[src/rtl/source_text_lexer_core_macros.svh]
// ----------------------------------------------------------------------------
// Assertion macros for the source text lexer core.
// ----------------------------------------------------------------------------
`ifndef SOURCE_TEXT_LEXER_CORE_MACROS_SVH
`define SOURCE_TEXT_LEXER_CORE_MACROS_SVH

// Condition must hold in the same cycle as the trigger.
`define STL_ASSERT_NOW(label, trig, cond, msg) \
    label: assert property (@(posedge i_clk) disable iff (!i_rst_n) \
        (trig) |-> (cond)) else $error(msg);

// Condition must hold in the cycle after the trigger.
`define STL_ASSERT_NEXT(label, trig, cond, msg) \
    label: assert property (@(posedge i_clk) disable iff (!i_rst_n) \
        (trig) |=> (cond)) else $error(msg);

`endif

[src/rtl/stl_pkg.sv]
// ----------------------------------------------------------------------------
// stl_pkg
// Token kinds, lexer modes, character codes and helper functions shared by
// the source text lexer core and its step logic.
// ----------------------------------------------------------------------------
`timescale 1ns / 1ps
`default_nettype none

package stl_pkg;

    localparam int MAX_RES = 3;

    // Token kinds.
    localparam logic [5:0] K_ARROW    = 6'd0;
    localparam logic [5:0] K_DOTDOT   = 6'd1;
    localparam logic [5:0] K_INC      = 6'd2;
    localparam logic [5:0] K_DEC      = 6'd3;
    localparam logic [5:0] K_ADDEQ    = 6'd4;
    localparam logic [5:0] K_SUBEQ    = 6'd5;
    localparam logic [5:0] K_MULEQ    = 6'd6;
    localparam logic [5:0] K_DIVEQ    = 6'd7;
    localparam logic [5:0] K_SHR      = 6'd8;
    localparam logic [5:0] K_SHL      = 6'd9;
    localparam logic [5:0] K_LE       = 6'd10;
    localparam logic [5:0] K_GE       = 6'd11;
    localparam logic [5:0] K_EQEQ     = 6'd12;
    localparam logic [5:0] K_NE       = 6'd13;
    localparam logic [5:0] K_FATARROW = 6'd14;
    localparam logic [5:0] K_COLEQ    = 6'd15;
    localparam logic [5:0] K_ADD      = 6'd16;
    localparam logic [5:0] K_SUB      = 6'd17;
    localparam logic [5:0] K_STAR     = 6'd18;
    localparam logic [5:0] K_SLASH    = 6'd19;
    localparam logic [5:0] K_PERCENT  = 6'd20;
    localparam logic [5:0] K_LESS     = 6'd21;
    localparam logic [5:0] K_GREATER  = 6'd22;
    localparam logic [5:0] K_PERIOD   = 6'd23;
    localparam logic [5:0] K_EXCL     = 6'd24;
    localparam logic [5:0] K_QMARK    = 6'd25;
    localparam logic [5:0] K_COLN     = 6'd26;
    localparam logic [5:0] K_SEMI     = 6'd27;
    localparam logic [5:0] K_COMMA    = 6'd28;
    localparam logic [5:0] K_LPAR     = 6'd29;
    localparam logic [5:0] K_RPAR     = 6'd30;
    localparam logic [5:0] K_LCUR     = 6'd31;
    localparam logic [5:0] K_RCUR     = 6'd32;
    localparam logic [5:0] K_LSQ      = 6'd33;
    localparam logic [5:0] K_RSQ      = 6'd34;
    localparam logic [5:0] K_FLT      = 6'd35;
    localparam logic [5:0] K_INTL     = 6'd36;
    localparam logic [5:0] K_STR      = 6'd37;
    localparam logic [5:0] K_RAW      = 6'd38;
    localparam logic [5:0] K_IDENT    = 6'd39;

    // Error codes.
    localparam logic [1:0] ERR_NONE  = 2'd0;
    localparam logic [1:0] ERR_STR   = 2'd1;
    localparam logic [1:0] ERR_RAW   = 2'd2;
    localparam logic [1:0] ERR_BLOCK = 2'd3;

    // Item actions.
    localparam logic ACT_BYTE = 1'b0;
    localparam logic ACT_END  = 1'b1;

    // Character codes.
    localparam logic [7:0] CH_NL     = 8'h0A;
    localparam logic [7:0] CH_BANG   = 8'h21;
    localparam logic [7:0] CH_DQUOTE = 8'h22;
    localparam logic [7:0] CH_PCT    = 8'h25;
    localparam logic [7:0] CH_SQUOTE = 8'h27;
    localparam logic [7:0] CH_LPAR   = 8'h28;
    localparam logic [7:0] CH_RPAR   = 8'h29;
    localparam logic [7:0] CH_STAR   = 8'h2A;
    localparam logic [7:0] CH_PLUS   = 8'h2B;
    localparam logic [7:0] CH_COMMA  = 8'h2C;
    localparam logic [7:0] CH_MINUS  = 8'h2D;
    localparam logic [7:0] CH_DOT    = 8'h2E;
    localparam logic [7:0] CH_SLASH  = 8'h2F;
    localparam logic [7:0] CH_COLON  = 8'h3A;
    localparam logic [7:0] CH_SEMI   = 8'h3B;
    localparam logic [7:0] CH_LT     = 8'h3C;
    localparam logic [7:0] CH_EQ     = 8'h3D;
    localparam logic [7:0] CH_GT     = 8'h3E;
    localparam logic [7:0] CH_QMARK  = 8'h3F;
    localparam logic [7:0] CH_LSQ    = 8'h5B;
    localparam logic [7:0] CH_RSQ    = 8'h5D;
    localparam logic [7:0] CH_LCUR   = 8'h7B;
    localparam logic [7:0] CH_RCUR   = 8'h7D;

    typedef enum logic [4:0] {
        MODE_IDLE, MODE_DOT, MODE_PLUS, MODE_MINUS, MODE_STAR, MODE_SLASH,
        MODE_LT, MODE_GT, MODE_EQ, MODE_BANG, MODE_COLON, MODE_LINE,
        MODE_BLOCK, MODE_BLOCKSTAR, MODE_STRQ, MODE_RAWQ, MODE_INT,
        MODE_INTDOT, MODE_FLT, MODE_IDENT
    } t_mode;

    typedef struct packed {
        logic [5:0] kind;
        logic [7:0] text;
        logic       has_byte;
        logic       token_end;
        logic [1:0] err;
        logic       last;
    } t_res;

    typedef struct packed {
        logic       ok;
        logic [5:0] kind;
    } t_opt_kind;

    typedef struct packed {
        t_mode mode;
        logic  emit;
        t_res  res;
    } t_fresh;

    function automatic logic is_digit(input logic [7:0] c);
        return c inside {[8'h30:8'h39]};
    endfunction

    function automatic logic is_alpha(input logic [7:0] c);
        return c inside {[8'h41:8'h5A], [8'h61:8'h7A]};
    endfunction

    function automatic logic is_space(input logic [7:0] c);
        return c inside {8'h20, [8'h09:8'h0D]};
    endfunction

    function automatic t_res mk_tok(input logic [5:0] kind);
        t_res r;
        r = '0;
        r.kind = kind;
        r.token_end = 1'b1;
        return r;
    endfunction

    function automatic t_res mk_chr(input logic [5:0] kind, input logic [7:0] c);
        t_res r;
        r = '0;
        r.kind = kind;
        r.text = c;
        r.has_byte = 1'b1;
        return r;
    endfunction

    function automatic t_res mk_err(input logic [1:0] code);
        t_res r;
        r = '0;
        r.err = code;
        return r;
    endfunction

    // Two-character operator formed by a pending first character and c.
    function automatic t_opt_kind pair_kind(input t_mode m, input logic [7:0] c);
        t_opt_kind k;
        k = '0;
        case (m)
            MODE_DOT: begin
                if (c == CH_DOT) k = '{1'b1, K_DOTDOT};
            end
            MODE_PLUS: begin
                if (c == CH_PLUS) k = '{1'b1, K_INC};
                else if (c == CH_EQ) k = '{1'b1, K_ADDEQ};
            end
            MODE_MINUS: begin
                if (c == CH_GT) k = '{1'b1, K_ARROW};
                else if (c == CH_MINUS) k = '{1'b1, K_DEC};
                else if (c == CH_EQ) k = '{1'b1, K_SUBEQ};
            end
            MODE_STAR: begin
                if (c == CH_EQ) k = '{1'b1, K_MULEQ};
            end
            MODE_LT: begin
                if (c == CH_LT) k = '{1'b1, K_SHL};
                else if (c == CH_EQ) k = '{1'b1, K_LE};
            end
            MODE_GT: begin
                if (c == CH_GT) k = '{1'b1, K_SHR};
                else if (c == CH_EQ) k = '{1'b1, K_GE};
            end
            MODE_EQ: begin
                if (c == CH_EQ) k = '{1'b1, K_EQEQ};
                else if (c == CH_GT) k = '{1'b1, K_FATARROW};
            end
            MODE_BANG: begin
                if (c == CH_EQ) k = '{1'b1, K_NE};
            end
            MODE_COLON: begin
                if (c == CH_EQ) k = '{1'b1, K_COLEQ};
            end
            default: k = '0;
        endcase
        return k;
    endfunction

    // Token for a pending first character that stands alone.
    function automatic t_opt_kind lone_kind(input t_mode m);
        t_opt_kind k;
        k = '0;
        case (m)
            MODE_DOT:   k = '{1'b1, K_PERIOD};
            MODE_PLUS:  k = '{1'b1, K_ADD};
            MODE_MINUS: k = '{1'b1, K_SUB};
            MODE_STAR:  k = '{1'b1, K_STAR};
            MODE_SLASH: k = '{1'b1, K_SLASH};
            MODE_LT:    k = '{1'b1, K_LESS};
            MODE_GT:    k = '{1'b1, K_GREATER};
            MODE_BANG:  k = '{1'b1, K_EXCL};
            MODE_COLON: k = '{1'b1, K_COLN};
            default:    k = '0;
        endcase
        return k;
    endfunction

    // Lexing of a byte that starts from the idle mode.
    function automatic t_fresh fresh(input logic [7:0] c);
        t_fresh f;
        f.mode = MODE_IDLE;
        f.emit = 1'b0;
        f.res  = '0;
        if (!is_space(c)) begin
            case (c)
                CH_DOT:    f.mode = MODE_DOT;
                CH_PLUS:   f.mode = MODE_PLUS;
                CH_MINUS:  f.mode = MODE_MINUS;
                CH_STAR:   f.mode = MODE_STAR;
                CH_SLASH:  f.mode = MODE_SLASH;
                CH_LT:     f.mode = MODE_LT;
                CH_GT:     f.mode = MODE_GT;
                CH_EQ:     f.mode = MODE_EQ;
                CH_BANG:   f.mode = MODE_BANG;
                CH_COLON:  f.mode = MODE_COLON;
                CH_DQUOTE: f.mode = MODE_STRQ;
                CH_SQUOTE: f.mode = MODE_RAWQ;
                CH_PCT:    begin f.emit = 1'b1; f.res = mk_tok(K_PERCENT); end
                CH_QMARK:  begin f.emit = 1'b1; f.res = mk_tok(K_QMARK);   end
                CH_SEMI:   begin f.emit = 1'b1; f.res = mk_tok(K_SEMI);    end
                CH_COMMA:  begin f.emit = 1'b1; f.res = mk_tok(K_COMMA);   end
                CH_LPAR:   begin f.emit = 1'b1; f.res = mk_tok(K_LPAR);    end
                CH_RPAR:   begin f.emit = 1'b1; f.res = mk_tok(K_RPAR);    end
                CH_LCUR:   begin f.emit = 1'b1; f.res = mk_tok(K_LCUR);    end
                CH_RCUR:   begin f.emit = 1'b1; f.res = mk_tok(K_RCUR);    end
                CH_LSQ:    begin f.emit = 1'b1; f.res = mk_tok(K_LSQ);     end
                CH_RSQ:    begin f.emit = 1'b1; f.res = mk_tok(K_RSQ);     end
                default: begin
                    if (is_digit(c)) begin
                        f.emit = 1'b1;
                        f.res  = mk_chr(K_INTL, c);
                        f.mode = MODE_INT;
                    end else if (is_alpha(c)) begin
                        f.emit = 1'b1;
                        f.res  = mk_chr(K_IDENT, c);
                        f.mode = MODE_IDENT;
                    end
                end
            endcase
        end
        return f;
    endfunction

endpackage

`default_nettype wire

[src/rtl/stl_step.sv]
// ----------------------------------------------------------------------------
// stl_step
// Combinational lexer step: from the current mode and one item, produces up
// to three results and the next mode.
// ----------------------------------------------------------------------------
`timescale 1ns / 1ps
`default_nettype none

module stl_step (
    input  var stl_pkg::t_mode       i_mode,
    input  wire logic                i_action,
    input  wire logic [7:0]          i_byte,
    output stl_pkg::t_mode           o_mode,
    output stl_pkg::t_res [2:0]      o_res,
    output logic [1:0]               o_count
);

    stl_pkg::t_fresh    fr;
    stl_pkg::t_opt_kind pk;
    stl_pkg::t_opt_kind lk;
    stl_pkg::t_mode     mode;
    stl_pkg::t_res [2:0] res;
    logic [1:0]         cnt;

    assign fr = stl_pkg::fresh(i_byte);
    assign pk = stl_pkg::pair_kind(i_mode, i_byte);
    assign lk = stl_pkg::lone_kind(i_mode);

    always_comb begin
        mode = i_mode;
        res  = '0;
        cnt  = 2'd0;
        if (i_action == stl_pkg::ACT_END) begin
            mode = stl_pkg::MODE_IDLE;
            case (i_mode)
                stl_pkg::MODE_INT: begin
                    res[0] = stl_pkg::mk_tok(stl_pkg::K_INTL);
                    cnt = 2'd1;
                end
                stl_pkg::MODE_INTDOT: begin
                    res[0] = stl_pkg::mk_chr(stl_pkg::K_FLT, stl_pkg::CH_DOT);
                    res[1] = stl_pkg::mk_tok(stl_pkg::K_FLT);
                    cnt = 2'd2;
                end
                stl_pkg::MODE_FLT: begin
                    res[0] = stl_pkg::mk_tok(stl_pkg::K_FLT);
                    cnt = 2'd1;
                end
                stl_pkg::MODE_IDENT: begin
                    res[0] = stl_pkg::mk_tok(stl_pkg::K_IDENT);
                    cnt = 2'd1;
                end
                stl_pkg::MODE_STRQ: begin
                    res[0] = stl_pkg::mk_err(stl_pkg::ERR_STR);
                    cnt = 2'd1;
                end
                stl_pkg::MODE_RAWQ: begin
                    res[0] = stl_pkg::mk_err(stl_pkg::ERR_RAW);
                    cnt = 2'd1;
                end
                stl_pkg::MODE_BLOCK, stl_pkg::MODE_BLOCKSTAR: begin
                    res[0] = stl_pkg::mk_err(stl_pkg::ERR_BLOCK);
                    cnt = 2'd1;
                end
                default: begin
                    if (lk.ok) begin
                        res[0] = stl_pkg::mk_tok(lk.kind);
                        cnt = 2'd1;
                    end
                end
            endcase
        end else begin
            case (i_mode)
                stl_pkg::MODE_DOT, stl_pkg::MODE_PLUS, stl_pkg::MODE_MINUS,
                stl_pkg::MODE_STAR, stl_pkg::MODE_LT, stl_pkg::MODE_GT,
                stl_pkg::MODE_EQ, stl_pkg::MODE_BANG, stl_pkg::MODE_COLON: begin
                    if (pk.ok) begin
                        res[0] = stl_pkg::mk_tok(pk.kind);
                        cnt = 2'd1;
                        mode = stl_pkg::MODE_IDLE;
                    end else begin
                        // A lone '=' has no token of its own.
                        if (lk.ok) begin
                            res[cnt] = stl_pkg::mk_tok(lk.kind);
                            cnt = cnt + 2'd1;
                        end
                        mode = fr.mode;
                        if (fr.emit) begin
                            res[cnt] = fr.res;
                            cnt = cnt + 2'd1;
                        end
                    end
                end
                stl_pkg::MODE_SLASH: begin
                    if (i_byte == stl_pkg::CH_SLASH) begin
                        mode = stl_pkg::MODE_LINE;
                    end else if (i_byte == stl_pkg::CH_STAR) begin
                        mode = stl_pkg::MODE_BLOCK;
                    end else if (i_byte == stl_pkg::CH_EQ) begin
                        res[0] = stl_pkg::mk_tok(stl_pkg::K_DIVEQ);
                        cnt = 2'd1;
                        mode = stl_pkg::MODE_IDLE;
                    end else begin
                        res[0] = stl_pkg::mk_tok(stl_pkg::K_SLASH);
                        cnt = 2'd1;
                        mode = fr.mode;
                        if (fr.emit) begin
                            res[1] = fr.res;
                            cnt = 2'd2;
                        end
                    end
                end
                stl_pkg::MODE_LINE: begin
                    if (i_byte == stl_pkg::CH_NL) mode = stl_pkg::MODE_IDLE;
                end
                stl_pkg::MODE_BLOCK: begin
                    if (i_byte == stl_pkg::CH_STAR) mode = stl_pkg::MODE_BLOCKSTAR;
                end
                stl_pkg::MODE_BLOCKSTAR: begin
                    if (i_byte == stl_pkg::CH_SLASH) begin
                        mode = stl_pkg::MODE_IDLE;
                    end else if (i_byte != stl_pkg::CH_STAR) begin
                        mode = stl_pkg::MODE_BLOCK;
                    end
                end
                stl_pkg::MODE_STRQ: begin
                    cnt = 2'd1;
                    if (i_byte == stl_pkg::CH_DQUOTE) begin
                        res[0] = stl_pkg::mk_tok(stl_pkg::K_STR);
                        mode = stl_pkg::MODE_IDLE;
                    end else begin
                        res[0] = stl_pkg::mk_chr(stl_pkg::K_STR, i_byte);
                    end
                end
                stl_pkg::MODE_RAWQ: begin
                    cnt = 2'd1;
                    if (i_byte == stl_pkg::CH_SQUOTE) begin
                        res[0] = stl_pkg::mk_tok(stl_pkg::K_RAW);
                        mode = stl_pkg::MODE_IDLE;
                    end else begin
                        res[0] = stl_pkg::mk_chr(stl_pkg::K_RAW, i_byte);
                    end
                end
                stl_pkg::MODE_INT: begin
                    if (stl_pkg::is_digit(i_byte)) begin
                        res[0] = stl_pkg::mk_chr(stl_pkg::K_INTL, i_byte);
                        cnt = 2'd1;
                    end else if (i_byte == stl_pkg::CH_DOT) begin
                        mode = stl_pkg::MODE_INTDOT;
                    end else begin
                        res[0] = stl_pkg::mk_tok(stl_pkg::K_INTL);
                        cnt = 2'd1;
                        mode = fr.mode;
                        if (fr.emit) begin
                            res[1] = fr.res;
                            cnt = 2'd2;
                        end
                    end
                end
                stl_pkg::MODE_INTDOT: begin
                    if (i_byte == stl_pkg::CH_DOT) begin
                        res[0] = stl_pkg::mk_tok(stl_pkg::K_INTL);
                        res[1] = stl_pkg::mk_tok(stl_pkg::K_DOTDOT);
                        cnt = 2'd2;
                        mode = stl_pkg::MODE_IDLE;
                    end else if (stl_pkg::is_digit(i_byte)) begin
                        res[0] = stl_pkg::mk_chr(stl_pkg::K_FLT, stl_pkg::CH_DOT);
                        res[1] = stl_pkg::mk_chr(stl_pkg::K_FLT, i_byte);
                        cnt = 2'd2;
                        mode = stl_pkg::MODE_FLT;
                    end else begin
                        res[0] = stl_pkg::mk_chr(stl_pkg::K_FLT, stl_pkg::CH_DOT);
                        res[1] = stl_pkg::mk_tok(stl_pkg::K_FLT);
                        cnt = 2'd2;
                        mode = fr.mode;
                        if (fr.emit) begin
                            res[2] = fr.res;
                            cnt = 2'd3;
                        end
                    end
                end
                stl_pkg::MODE_FLT: begin
                    if (stl_pkg::is_digit(i_byte)) begin
                        res[0] = stl_pkg::mk_chr(stl_pkg::K_FLT, i_byte);
                        cnt = 2'd1;
                    end else begin
                        res[0] = stl_pkg::mk_tok(stl_pkg::K_FLT);
                        cnt = 2'd1;
                        mode = fr.mode;
                        if (fr.emit) begin
                            res[1] = fr.res;
                            cnt = 2'd2;
                        end
                    end
                end
                stl_pkg::MODE_IDENT: begin
                    if (stl_pkg::is_alpha(i_byte) || stl_pkg::is_digit(i_byte)) begin
                        res[0] = stl_pkg::mk_chr(stl_pkg::K_IDENT, i_byte);
                        cnt = 2'd1;
                    end else begin
                        res[0] = stl_pkg::mk_tok(stl_pkg::K_IDENT);
                        cnt = 2'd1;
                        mode = fr.mode;
                        if (fr.emit) begin
                            res[1] = fr.res;
                            cnt = 2'd2;
                        end
                    end
                end
                default: begin
                    mode = fr.mode;
                    if (fr.emit) begin
                        res[0] = fr.res;
                        cnt = 2'd1;
                    end
                end
            endcase
        end
        if (cnt != 2'd0) res[cnt - 2'd1].last = 1'b1;
    end

    assign o_mode  = mode;
    assign o_res   = res;
    assign o_count = cnt;

endmodule

`default_nettype wire

[src/rtl/source_text_lexer_core.sv]
// ----------------------------------------------------------------------------
// source_text_lexer_core
// Streaming lexer: source bytes in, operator tokens and streamed token text
// out, with an end-of-text request that flushes and reports unclosed text.
// ----------------------------------------------------------------------------
//
//  Channel | Handshake                 | Payload
//  --------+---------------------------+-------------------------------------
//  in      | i_in_valid / o_in_ready   | i_action, i_source_byte
//  out     | o_out_valid / i_out_ready | o_token_kind, o_text_byte,
//          |                           | o_has_byte, o_token_end,
//          |                           | o_error_code, o_last_of_run
//
//  An accepted request sits in the input register until the result buffer
//  can take it, then the step logic turns it into zero to three results in
//  the result buffer. The result buffer drains one result per cycle while
//  the output is ready. A new request is taken every cycle as long as the
//  buffer keeps up.
//  Reset (synchronous, active low) returns the lexer mode to idle and
//  empties both the input register and the result buffer.
//  A stall on the output holds the buffer; the input register still holds
//  one further request.
// ----------------------------------------------------------------------------
`timescale 1ns / 1ps
`default_nettype none

module source_text_lexer_core (
    input  wire logic       i_clk,
    input  wire logic       i_rst_n,
    input  wire logic       i_in_valid,
    output logic            o_in_ready,
    input  wire logic       i_action,
    input  wire logic [7:0] i_source_byte,
    output logic            o_out_valid,
    input  wire logic       i_out_ready,
    output logic [5:0]      o_token_kind,
    output logic [7:0]      o_text_byte,
    output logic            o_has_byte,
    output logic            o_token_end,
    output logic [1:0]      o_error_code,
    output logic            o_last_of_run
);

`include "source_text_lexer_core_macros.svh"

    // Input register.
    logic                r_in_valid;
    logic                n_in_valid;
    logic                r_in_action;
    logic [7:0]          r_in_byte;

    // Lexer state and result buffer.
    stl_pkg::t_mode      r_mode;
    stl_pkg::t_mode      n_mode;
    stl_pkg::t_res [2:0] r_res;
    logic [1:0]          r_cnt;
    logic [1:0]          n_cnt;
    logic [1:0]          r_head;
    logic [1:0]          n_head;

    stl_pkg::t_mode      step_mode;
    stl_pkg::t_res [2:0] step_res;
    logic [1:0]          step_cnt;

    logic                in_fire;
    logic                out_fire;
    logic                consume;
    stl_pkg::t_res       cur;

    stl_step u_step (
        .i_mode   (r_mode),
        .i_action (r_in_action),
        .i_byte   (r_in_byte),
        .o_mode   (step_mode),
        .o_res    (step_res),
        .o_count  (step_cnt)
    );

    assign out_fire = o_out_valid && i_out_ready;

    // The held request moves into the buffer once the buffer is empty or
    // is handing over its last result in this cycle.
    assign consume = r_in_valid &&
                     ((r_cnt == 2'd0) || ((r_cnt == 2'd1) && i_out_ready));

    assign o_in_ready = !r_in_valid || consume;
    assign in_fire    = i_in_valid && o_in_ready;

    always_comb begin
        n_in_valid = r_in_valid;
        if (in_fire) begin
            n_in_valid = 1'b1;
        end else if (consume) begin
            n_in_valid = 1'b0;
        end
    end

    always_comb begin
        n_mode = r_mode;
        n_cnt  = r_cnt;
        n_head = r_head;
        if (consume) begin
            n_mode = step_mode;
            n_cnt  = step_cnt;
            n_head = 2'd0;
        end else if (out_fire) begin
            n_cnt  = r_cnt - 2'd1;
            n_head = r_head + 2'd1;
        end
    end

    always_ff @(posedge i_clk) begin
        if (!i_rst_n) begin
            r_in_valid <= 1'b0;
            r_mode     <= stl_pkg::MODE_IDLE;
            r_cnt      <= 2'd0;
            r_head     <= 2'd0;
        end else begin
            r_in_valid <= n_in_valid;
            r_mode     <= n_mode;
            r_cnt      <= n_cnt;
            r_head     <= n_head;
        end
    end

    // Payload registers carry no reset.
    always_ff @(posedge i_clk) begin
        if (in_fire) begin
            r_in_action <= i_action;
            r_in_byte   <= i_source_byte;
        end
        if (consume) begin
            r_res <= step_res;
        end
    end

    assign cur           = r_res[r_head];
    assign o_out_valid   = (r_cnt != 2'd0);
    assign o_token_kind  = cur.kind;
    assign o_text_byte   = cur.text;
    assign o_has_byte    = cur.has_byte;
    assign o_token_end   = cur.token_end;
    assign o_error_code  = cur.err;
    assign o_last_of_run = cur.last;

    // The buffer never reads past its third entry.
    `STL_ASSERT_NOW(a_head_in_range, r_cnt != 2'd0, ({1'b0, r_head} + {1'b0, r_cnt}) <= 3'd3, "result buffer overrun")

    // The final result in the buffer always closes its request.
    `STL_ASSERT_NOW(a_last_flag, o_out_valid && (r_cnt == 2'd1), o_last_of_run, "last result lacks last_of_run")

    // Taking the last result with nothing to refill leaves the output idle.
    `STL_ASSERT_NEXT(a_drain_empty, out_fire && (r_cnt == 2'd1) && !consume, !o_out_valid, "output stayed valid after drain")

    // End of text always returns the lexer to idle.
    `STL_ASSERT_NEXT(a_end_idle, consume && (r_in_action == stl_pkg::ACT_END), r_mode == stl_pkg::MODE_IDLE, "mode not idle after end of text")

endmodule

`default_nettype wire
[config.mk]
export PLATFORM = sky130hd
export DESIGN_NAME = source_text_lexer_core
export DESIGN_NICKNAME = d
export VERILOG_FILES = /design/src/rtl/stl_pkg.sv /design/src/rtl/stl_step.sv /design/src/rtl/source_text_lexer_core.sv
export VERILOG_INCLUDE_DIRS = /design/src /design/src/rtl
export SDC_FILE = /design/constraint.sdc
export NUM_CORES = 1
export LEC_CHECK = 0
export ABC_CLOCK_PERIOD_IN_PS = 7620
export BUFFER_PORTS_ARGS = -buffer_cell sky130_fd_sc_hd__buf_2
export CAP_MARGIN = 20
export CORE_ASPECT_RATIO = 1.4
export CORE_UTILIZATION = 40
export DETAILED_ROUTE_END_ITERATION = 7
export SLEW_MARGIN = 20
export SYNTH_ARGS = -nofsm -noshare
export SYNTH_HDL_FRONTEND = slang
export SYNTH_HIERARCHICAL = 1
export SYNTH_SLANG_ARGS = --single-unit
[constraint.sdc]
create_clock -name i_clk -period 7.62 [get_ports i_clk]
set_input_delay 1.524 -clock i_clk [delete_from_list [all_inputs] [get_ports i_clk]]
set_output_delay 1.524 -clock i_clk [all_outputs]
set_load 0.02 [all_outputs]
==> results.md, run 1 <==
Global route:
- Global routing consumed, over all layers together, 24.56% of the routing resources.
- The first global-routing pass estimated around 26000 µm of wire.
- The number of global-route vias before repair came to between 4000 and 5000.
- Entering global routing, the biggest net connects between 50 and 60 pins.
- The initial antenna violation count came to 0.
- The final global-route overflow total is 0.

Setup path:
- Of all nets on the critical path, the largest fanout is 9.
- STA classifies the critical path endpoint as a primary output.
- In this run the critical register-to-register path is captured at r_cnt[0].
- The cell depth of the worst setup path is 4.
- The path type of the worst setup path is in -> out.
- The most critical setup path has its startpoint at i_out_ready.
- The standard cell with the maximum stage delay on the critical path is sky130_fd_sc_hd__a21oi_2.
- Traced cell by cell, the critical path runs through buf_2 -> a21oi_2 -> nand2_1 -> buf_2.
- In this run the register-to-register setup slack is between 3 and 4 ns.
- The cell that appears most often on the critical path is sky130_fd_sc_hd__buf_2.
- Among cell families on the critical path, the largest total delay comes from compound AO/OA/AOI/OAI gates.
- The worst path required time is approximately 6.1 ns.
- The largest stage delay on the critical path is between 0.3 and 0.4 ns.
- STA classifies the critical path startpoint as an input port.
- The source of the worst register-to-register timing path is r_mode[1].
- The path depth of the worst reg2reg path is 11.
- Counting both buffers and inverters, the worst setup path holds a total of 2.
- The worst setup path endpoint is o_in_ready.
- STA puts the critical path data arrival time at 2.28 ns.

Placed design:
- Summed over all nets, the half-perimeter wirelength after detailed placement is 12670 µm.
- The number of buffers added on ports is 33.
- The routability congestion estimate is around 0.97.
- In this run, placement finished with an instance count of about 790.

Synth:
- The count of distinct cell types in the synthesized netlist is 93.
- The flop and latch count out of synthesis is 76.
- The average size of a mapped cell is approximately 9.0 µm².
- Of the synthesized area, sequential elements account for 39.02%.
- By area, the combinational part of the netlist is dominated by simple AND/OR/NAND/NOR gates.
- Multiplexer cells account for 3.602% of the synthesized area.
- The proportion of register bits with asynchronous set or reset after synthesis is 0%.
- After Yosys synthesis, and, or, nand and nor cells account for 25.37% of the synthesized area.
- The compound-cell area share of the yosys netlist is approximately 22%.
- The leading register cell type out of synthesis is sky130_fd_sc_hd__edfxtp_1.
- The number of synthesized flops with an enable pin is 66.
- Counting every instance in the synthesized netlist gives slightly above 600.
- The area of the mapped netlist is between 0.005 and 0.006 mm².
- After Yosys synthesis, XOR and XNOR cells account for between 1 and 1.5% of the synthesized area.
- During synthesis, Yosys emitted a total of 6 warnings.
- The synthesized netlist devotes between 1.5 and 2% of its cell area to adder and majority cells.

Power and ir drop:
- Of the total power, the share spent switching nets is 29.64%.
- The combinational fraction of design power is 19.5%.
- The internal power contribution is 825.9 µW.
- Sequential cells burn roughly 44% of the power.
- The power density over cell area is about 190 mW/mm².
- The switching component of the power is 347.9 µW.
- In this run the static leakage power is 0.002065 µW.
- The worst-case IR drop observed on VDD is ~0.00010 V.
- The clock share of power is 36.1%.

Clocking:
- After clock tree synthesis, the clock-pin slew on the worst setup and hold paths is around 0.060 ns.
- The setup fix buffers added after clock tree synthesis is 0.
- The cell at the root of the clock tree is sky130_fd_sc_hd__clkbuf_16.
- In this run, CTS created clock tree buffers numbering 9.
- The TritonCTS clock tree is built.
- The maximum level of the CTS H-tree is 3.
- The post-cts sizing count is 0.
- For this design, the CTS-stage hold fixing added 0 buffers.
- The insertion delay of the later-clocked pin in the worst-skew pair is ~0.33 ns.
- The maximum clock path buffer count is 2.
- The number of sinks driven by the clock tree is between 70 and 80.

Cells and area:
- The utilization after layout is around 45%.
- In the layout the commonest cells are 66 x sky130_fd_sc_hd__edfxtp_1, 61 x sky130_fd_sc_hd__nand2_1, 51 x sky130_fd_sc_hd__nor2_1.
- The area growth from synthesis to layout is 7.897%.
- After the last flow step, the layout net total stands at around 640.
- 0 antenna diodes ended up in the layout.
- In the final layout, flip-flops and latches occupy about 0.0022 mm².
- The most common cell after layout, fill and taps aside is sky130_fd_sc_hd__edfxtp_1.
- The fill cell total of the finished layout is 1372.
- The number of non-filler instances in the completed layout is approximately 800.
- The share of final-layout standard cells stronger than drive strength 1 is between 10 and 15%.
- The multi-input combinational cell area is about 0.0031 mm².

Timing:
- The final number of setup-violating endpoints is 0.
- Setup repair after global routing left no endpoint under its margin.
- In the finished design, the share of the clock period the worst path needs comes to between 40% and 50%.
- The setup TNS is 0 ns.
- The worst-case clock skew is roughly 0.0073 ns.
- The post-layout minimum cycle time is approximately 3.8 ns.
- For the pin with the worst max-slew slack, the measured transition is roughly 0.9 ns.
- The worst max-slew margin expressed relative to the limit is about two fifths.
- The maximum operating frequency is around 260 MHz.
- The number of max-slew violations in the final report is 0.
- The final hold violation count is 0.

Route:
- The vias per cell is between 6 and 7.
- The count of nets left with antenna violations after detail routing is 0.
- After detailed routing, the number of remaining DRC violations is 0.
- The length of the first detailed-routing pass in iterations is 6.
- Wires add up to ~17000 µm.
- In this run, the number of DRC markers left after iteration 0 of detailed routing was around 540.
- The final route contains 5000 vias.
- The average routed wire per standard cell is 21.48 µm.

Floorplan:
- The initial core utilization is between 40% and 50%.
- In this run the count of I/O pins placed on the die edge is 34.
- The floorplan step defined a core boundary enclosing around 0.014 mm².
- The die is 141.9 µm tall.
- The die span in x is 101.9 µm.
- The die covers approximately 0.014 mm².
- The row count is 50.

Hold path:
- The path class of the tightest hold or removal check is reg -> reg.

Run status:
- The flow ran to the end, and the final reports show no timing, DRC or antenna violations.

Flow run:
- The max-cap violation count is 0.
==> per-layer routing <==
layer,share of wire (%),track usage (%),wire [µm]
met1,40,29.09,6973
met2,47,40.54,8192
met3,5.8,3.498,998
met4,6.9,17.07,1192
met5,0,0,0
==> flip-flops by register name, summed over array words and instances (netlist names) <==
| register | count |
|---|---|
| r_res | 57 |
| r_in_byte | 8 |
| r_mode | 5 |
| r_cnt | 2 |
| r_head | 2 |
| r_in_action | 1 |
| r_in_valid | 1 |
==> cells by family after synthesis <==
group,count (synthesis)
simple gates,255
compound gates,181
flops,76
buf+inv,72
mux,20
fa+ha+maj,8
xor+xnor,8
other cells,1
==> how the worst min path moves through the flow <==
| stage | from | endpoint | slack, ns | cells past startpoint |
|---|---|---|---|---|
| floorplan | r_mode[2] | r_mode[2] | 0.45 | 2 |
| global placement | r_cnt[1] | r_cnt[1] | 0.55 | 2 |
| detailed placement | r_cnt[1] | r_cnt[1] | 0.56 | 2 |
| CTS | r_cnt[1] | r_cnt[1] | 0.56 | 2 |
| global route | r_cnt[1] | r_cnt[1] | 0.61 | 2 |
| finish | r_cnt[1] | r_cnt[1] | 0.56 | 2 |
==> through the flow <==
step / cell area [µm²] / setup WS [ns] / hold WS [ns] / total power (µW)
after floorplan: 5612 / 4.143 / 0.4543 / 694.6
after detailed placement: 5736 / 3.845 / 0.5589 / 756.2
after global placement: 5736 / 3.857 / 0.5505 / 751.6
after CTS: 6035 / 3.843 / 0.5637 / 1178
final: 6035 / 3.815 / 0.5646 / 1174
after global routing: 6035 / 3.737 / 0.6137 / 1221
==> power groups by stage <==
stage | clock, µW | combinational (µW) | sequential [µW]
6_report | 423 | 229 | 521
5_1_grt | 447 | 249 | 526
2_1_floorplan | 0 | 185 | 510
3_3_place_gp | 0 | 224 | 527
3_5_place_dp | 0 | 227 | 530
4_1_cts | 430 | 227 | 521
==> final cells by class <==
class | instances | share of cell area (%)
Tap cell | 182 | 3.774
Inverter | 18 | 1.120
Sequential cell | 76 | 36.16
Clock buffer | 9 | 3.732
Clock inverter | 7 | 1.223
Multi-Input combinational cell | 478 | 50.63
Timing Repair Buffer | 38 | 3.359
==> synth_stat cells, types with 8 or more instances <==
master                     count  area share, %
sky130_fd_sc_hd__a21oi_1      31            2.8
sky130_fd_sc_hd__clkbuf_1     16            1.1
sky130_fd_sc_hd__nor3_1       17            1.5
sky130_fd_sc_hd__nor3b_1       8            1.1
sky130_fd_sc_hd__ha_1          8            1.8
sky130_fd_sc_hd__and2_1       19            2.1
sky130_fd_sc_hd__dfxtp_1      10            3.6
sky130_fd_sc_hd__nand3_1      14            1.3
sky130_fd_sc_hd__nand2_1      61            4.1
sky130_fd_sc_hd__buf_4        11            1.5
sky130_fd_sc_hd__inv_1        16            1.1
sky130_fd_sc_hd__o21ai_0      39            3.5
sky130_fd_sc_hd__nor2b_1      12            1.3
sky130_fd_sc_hd__a31oi_1      10            1.1
sky130_fd_sc_hd__nor2_1       51            3.4
sky130_fd_sc_hd__mux2i_1      19            3.4
sky130_fd_sc_hd__o21ai_1      23            2.1
sky130_fd_sc_hd__buf_2        20            1.8
sky130_fd_sc_hd__edfxtp_1     66             35
sky130_fd_sc_hd__nand2b_1     12            1.3
==> worst reg2reg max path, stage by stage, from the launching register on <==
cell	delay (ns)
sky130_fd_sc_hd__dfxtp_1	0.47
sky130_fd_sc_hd__inv_1	0.13
sky130_fd_sc_hd__ha_1	0.37
sky130_fd_sc_hd__or3_1	0.46
sky130_fd_sc_hd__or2_1	0.26
sky130_fd_sc_hd__a2111oi_4	0.79
sky130_fd_sc_hd__or2_2	0.28
sky130_fd_sc_hd__a211oi_1	0.07
sky130_fd_sc_hd__a211oi_2	0.32
sky130_fd_sc_hd__inv_2	0.06
sky130_fd_sc_hd__nor3_1	0.25
sky130_fd_sc_hd__a211oi_2	0.08
Power figures use the tool's default switching activity.
==> run 2, diff against run 1 <==
--- a/config.mk
+++ b/config.mk
@@ -6,7 +6,8 @@
 export SDC_FILE = /design/constraint.sdc
 export NUM_CORES = 1
 export LEC_CHECK = 0
-export ABC_CLOCK_PERIOD_IN_PS = 7620
+export ABC_AREA = 1
+export ABC_CLOCK_PERIOD_IN_PS = 4000
 export BUFFER_PORTS_ARGS = -buffer_cell sky130_fd_sc_hd__buf_2
 export CAP_MARGIN = 20
 export CORE_ASPECT_RATIO = 1.4
==> constraint.sdc (replaced) <==
create_clock -name i_clk -period 4 [get_ports i_clk]
set_input_delay 0.8 -clock i_clk [delete_from_list [all_inputs] [get_ports i_clk]]
set_output_delay 0.8 -clock i_clk [all_outputs]
set_load 0.02 [all_outputs]
==> run 2 against run 1 <==
Net effect: critical path depth is 14 higher; global-route usage up 0.19 points; register-to-register slack lost 3.2 ns; sequential cell count is the same; clock power grew 92%; sequential share of layout area fell by 1.3 points; final area up 3.6%; sequential power is 120% higher; synthesized area increased by 0.96%; clock skew up 0.0028 ns; worst hold slack lost 0.0090 ns; via count increased by 7.2%; critical endpoint is now r_cnt[0].
==> results.md, run 2 <==
Synth:
- The post-synthesis mux area share is 0%.
- Of the total synthesized cell area, the portion taken by full adders, half adders and majority gates is between 1.5 and 2%.
- The area of the mapped netlist is 0.005647 mm².
- The average size of a mapped cell is between 7 and 8 µm².
- In the synthesized netlist, the cells that appear most often are 190 x sky130_fd_sc_hd__nand2_1, 131 x sky130_fd_sc_hd__nor2_1, 81 x sky130_fd_sc_hd__inv_1.
- By area, the combinational part of the netlist is dominated by simple AND/OR/NAND/NOR gates.
- The dominant cell by count in the synthesized netlist is sky130_fd_sc_hd__nand2_1.
- After synthesis, the cell types taking the most area are sky130_fd_sc_hd__edfxtp_1 35%, sky130_fd_sc_hd__nand2_1 13%, sky130_fd_sc_hd__nor2_1 8.7%.
- After Yosys synthesis, and, or, nand and nor cells account for between 30% and 40% of the synthesized area.
- The xor-xnor portion of the synthesized cell area is 0%.
- Summed over all instances, the cell type with the most area after synthesis is sky130_fd_sc_hd__edfxtp_1.
- The post-synthesis instance total is 799.
- The synthesized netlist devotes 12.50% of its cell area to compound gates.
- The number of synthesized flops with an enable pin is between 60 and 70.
- For this run, the number of Yosys warnings is 6.
- The flop and latch count out of synthesis is 76.
- The most used flip-flop cell after synthesis is sky130_fd_sc_hd__edfxtp_1.
- The proportion of register bits with asynchronous set or reset after synthesis is 0%.
- The share of Yosys cell area claimed by the top area cell type is 35.10%.
- Summing the sequential cell areas from Yosys gives 38.64% of the chip area.
- The count of distinct cell types in the synthesized netlist is between 40 and 50.

Clocking:
- The maximum clock path buffer count is 2.
- The clock buffer count from CTS is 9.
- The clock transition at the registers of the reported paths is around 0.06 ns.
- The tree is rooted in a sky130_fd_sc_hd__clkbuf_16.
- TritonCTS built the clock tree.
- Buffers added to address setup during post-CTS repair amount to 0.
- The maximum level of the CTS H-tree is 3.
- The clock reaches the later pin of the worst-skew pair after ~0.33 ns.
- Once the clock tree was built, the resizer swapped 0 gates to a different size.
- The number of hold buffers added after CTS was 0.
- The clock drives 76 sinks.

Run status:
- The flow ran to the end, and the final reports show no timing, DRC or antenna violations.

Floorplan:
- Row generation in the floorplan step produced 51 rows.
- The core area is around 0.014 mm².
- The number of top-level pins is 34.
- The initial core utilization is 40.78%.
- The floorplan step defined a die boundary enclosing 0.01460 mm².
- The die span in x is just over 100 µm.
- In this run the vertical extent of the chip is 142.6 µm.

Cells and area:
- The share of final-layout standard cells stronger than drive strength 1 is between 15 and 20%.
- The multi-input combinational cell area is about 0.003 mm².
- The library cell used most frequently in the layout, excluding fill and tap cells, is sky130_fd_sc_hd__nand2_1.
- The register bank with the most flops is r_res.
- The total number of nets in the final design is around 850.
- Counting the fill cells in the layout gives approximately 1500.
- In the layout the commonest cells are 190 x sky130_fd_sc_hd__nand2_1, 131 x sky130_fd_sc_hd__nor2_1, 80 x sky130_fd_sc_hd__inv_1.
- The antenna diode count is 0.
- The number of flip-flops in the largest register is 57.
- In the final layout, the registers with the most flip-flops are r_res x57, r_in_byte x8, r_mode x5.
- The area growth from synthesis to layout is 10.70%.
- The sequential cell area is 0.002182 mm².

Route:
- The final routed DRC violation total is 0.
- In the detailed route, the total length drawn on met3 is ~650 µm.
- The routed length on met2 is 8709 µm.
- Once detail routing completed, the nets flagged for antenna violations numbered 0.
- The DRC marker count from the first detailed-route iteration is approximately 380.
- The post-route met1 wirelength is around 6900 µm.
- The total number of vias is 5362.
- The vias per cell is around 5.3.
- The length of the first detailed-routing pass in iterations is 5.
- Summed over all layers, the routed wires come to between 15000 and 20000 µm.
- The topmost layer with routed signal wires is met4.
- Dividing the detail-routed wire length by the instance count gives about 17 µm.

Setup path:
- The worst setup path endpoint is r_cnt[0].
- The worst setup path is launched from a register.
- The signal on the critical path passes through inv_1 -> nand2_1 -> nor2_1 -> nand2_1 -> nand3_1 -> nand2_1 -> nand3_2 -> inv_2 -> nand2_2 -> ha_1 -> nand2_1 -> nand4_1 -> nor2_1 -> nand4_1 -> nand2_1 -> nand2_1 -> o21ai_2 -> nor2_2.
- The most used cell along the critical path is sky130_fd_sc_hd__nand2_1.
- The most critical setup path has its startpoint at r_in_byte[2].
- The data arrival time of the critical path is ~3.4 ns.
- The path depth of the worst reg2reg path is 18.
- By startpoint and endpoint, the worst setup path is classified as reg -> reg.
- The capture instance of the worst register-to-register path is r_cnt[0].
- The standard cell with the maximum stage delay on the critical path is sky130_fd_sc_hd__edfxtp_1.
- The minimum setup slack among reg-to-reg paths is between 0.7 and 0.8 ns.
- The gate family responsible for the most delay along the worst path is simple AND/OR/NAND/NOR gates.
- For this run, the slowest stage of the critical path takes around 0.6 ns.
- The maximum fanout count along the critical path is 12.
- In this run the number of cells on the critical path is 18.
- The critical path endpoint category is a register.
- At the worst endpoint, the required time is around 4.2 ns.
- The source of the worst register-to-register timing path is r_in_byte[2].
- The number of buffer and inverter instances along the worst setup path is 2.

Global route:
- The first global-routing pass estimated approximately 27000 µm of wire.
- The total overflow left after global routing is 0.
- The initial antenna violation count was 0.
- The number of global-route vias before repair came to ~5200.
- The total track usage is between 20% and 30%.
- The pin count of the biggest net entering global routing is between 40 and 50.

Power and ir drop:
- The worst-case IR drop observed on VDD is 0.0001991 V.
- The power density over cell area is approximately 560 mW/mm².
- The analysis attributes to cell leakage a power of about 0.0029 µW.

Placed design:
- At the end of routability-driven placement, the weighted congestion stood at between 0.9 and 1.
- The wire-length estimate of the detail-placed layout is approximately 13000 µm.
- The number of buffers added on ports is 33.

Timing:
- Setup repair after global routing left no endpoint under its margin.
- The post-layout minimum cycle time is 3.209 ns.
- The final hold violation count is 0.
- On the final layout, the worst hold slack is around 0.56 ns.
- Adding up every negative setup slack in the final design gives 0 ns.
- The worst-case clock skew is 0.01012 ns.
- Based on the critical path, the design can be clocked at up to around 310 MHz.
- Setup violations remaining at the end of the flow were counted as 0.
- For the pin with the worst max-slew slack, the measured transition is 0.6858 ns.
- The fraction of the cycle the final worst path needs is between 80% and 90%.
- The number of max-slew violations in the final report is 0.
- The worst pin sits at a relative slew slack of 54.11%.

Hold path:
- The class of the most critical hold timing path is reg -> reg.

Flow run:
- The tool flagged a number of max-cap violations equal to 0.
[run 2: worst reg2reg max path: stages, from the launching register on]
cell and delay [ns]:
sky130_fd_sc_hd__edfxtp_1 0.60, sky130_fd_sc_hd__inv_1 0.20, sky130_fd_sc_hd__nand2_1 0.15, sky130_fd_sc_hd__nor2_1 0.05
sky130_fd_sc_hd__nand2_1 0.08, sky130_fd_sc_hd__nand3_1 0.06, sky130_fd_sc_hd__nand2_1 0.14, sky130_fd_sc_hd__nand3_2 0.33
sky130_fd_sc_hd__inv_2 0.28, sky130_fd_sc_hd__nand2_2 0.13, sky130_fd_sc_hd__ha_1 0.31, sky130_fd_sc_hd__nand2_1 0.07
sky130_fd_sc_hd__nand4_1 0.07, sky130_fd_sc_hd__nor2_1 0.10, sky130_fd_sc_hd__nand4_1 0.09, sky130_fd_sc_hd__nand2_1 0.13
sky130_fd_sc_hd__nand2_1 0.11, sky130_fd_sc_hd__o21ai_2 0.15, sky130_fd_sc_hd__nor2_2 0.05
[run 2: stage by stage]
stage               worst slack [ns]  util [%]  area [µm²]  power [µW]  cells
finish                        0.7910     45.14        6251        3525   1016
global route                  0.5639     45.14        6251        3766   1016
detailed placement            0.8663     42.98        5952        2720   1000
global placement              0.8395     42.98        5952        2725   1000
CTS                           0.8497     45.14        6251        3536   1016
floorplan                      1.454         -        5665        2274    804
[run 2: cells by family (layout without fill, tap and decap cells)]
group           Yosys count  count (layout)
flops                    76              76
fa+ha+maj                 8               8
buf+inv                 127             154
other cells               1               6
simple gates            458             458
compound gates          129             129
[run 2: worst min path at each step]
stage	from	to	slack [ns]	depth (start not counted)
floorplan	r_mode[0]	r_mode[0]	0.51	2
global placement	r_mode[0]	r_mode[0]	0.54	2
detailed placement	r_mode[0]	r_mode[0]	0.55	2
CTS	r_mode[0]	r_mode[0]	0.56	2
global route	i_source_byte[0]	r_in_byte[0]	0.62	1
finish	r_mode[0]	r_mode[0]	0.56	2
[run 2: where the power goes]
group | total [µW] | internal [µW] | switching, µW | leakage [µW]
sequential | 1140 | 1060 | 79.0 | 0.000714
combinational | 1580 | 466 | 1110 | 0.00203
clock | 811 | 486 | 325 | 0.000148
[run 2: area by class of cell]
cell class / count / area share (%)
tap: 185 / 3.703
clock buffer: 9 / 3.603
inverter: 96 / 5.785
clock inverter: 7 / 1.181
sequential: 76 / 34.91
multi-input combinational: 601 / 47.10
timing repair buffer: 42 / 3.723
[run 2: metal layers]
layer  global-route usage, %  vias to the layer above
met4                   12.71                        0
li1                        -                     2671
met1                   28.62                     2500
met5                       0                        -
met2                   43.77                      143
met3                   3.389                       48
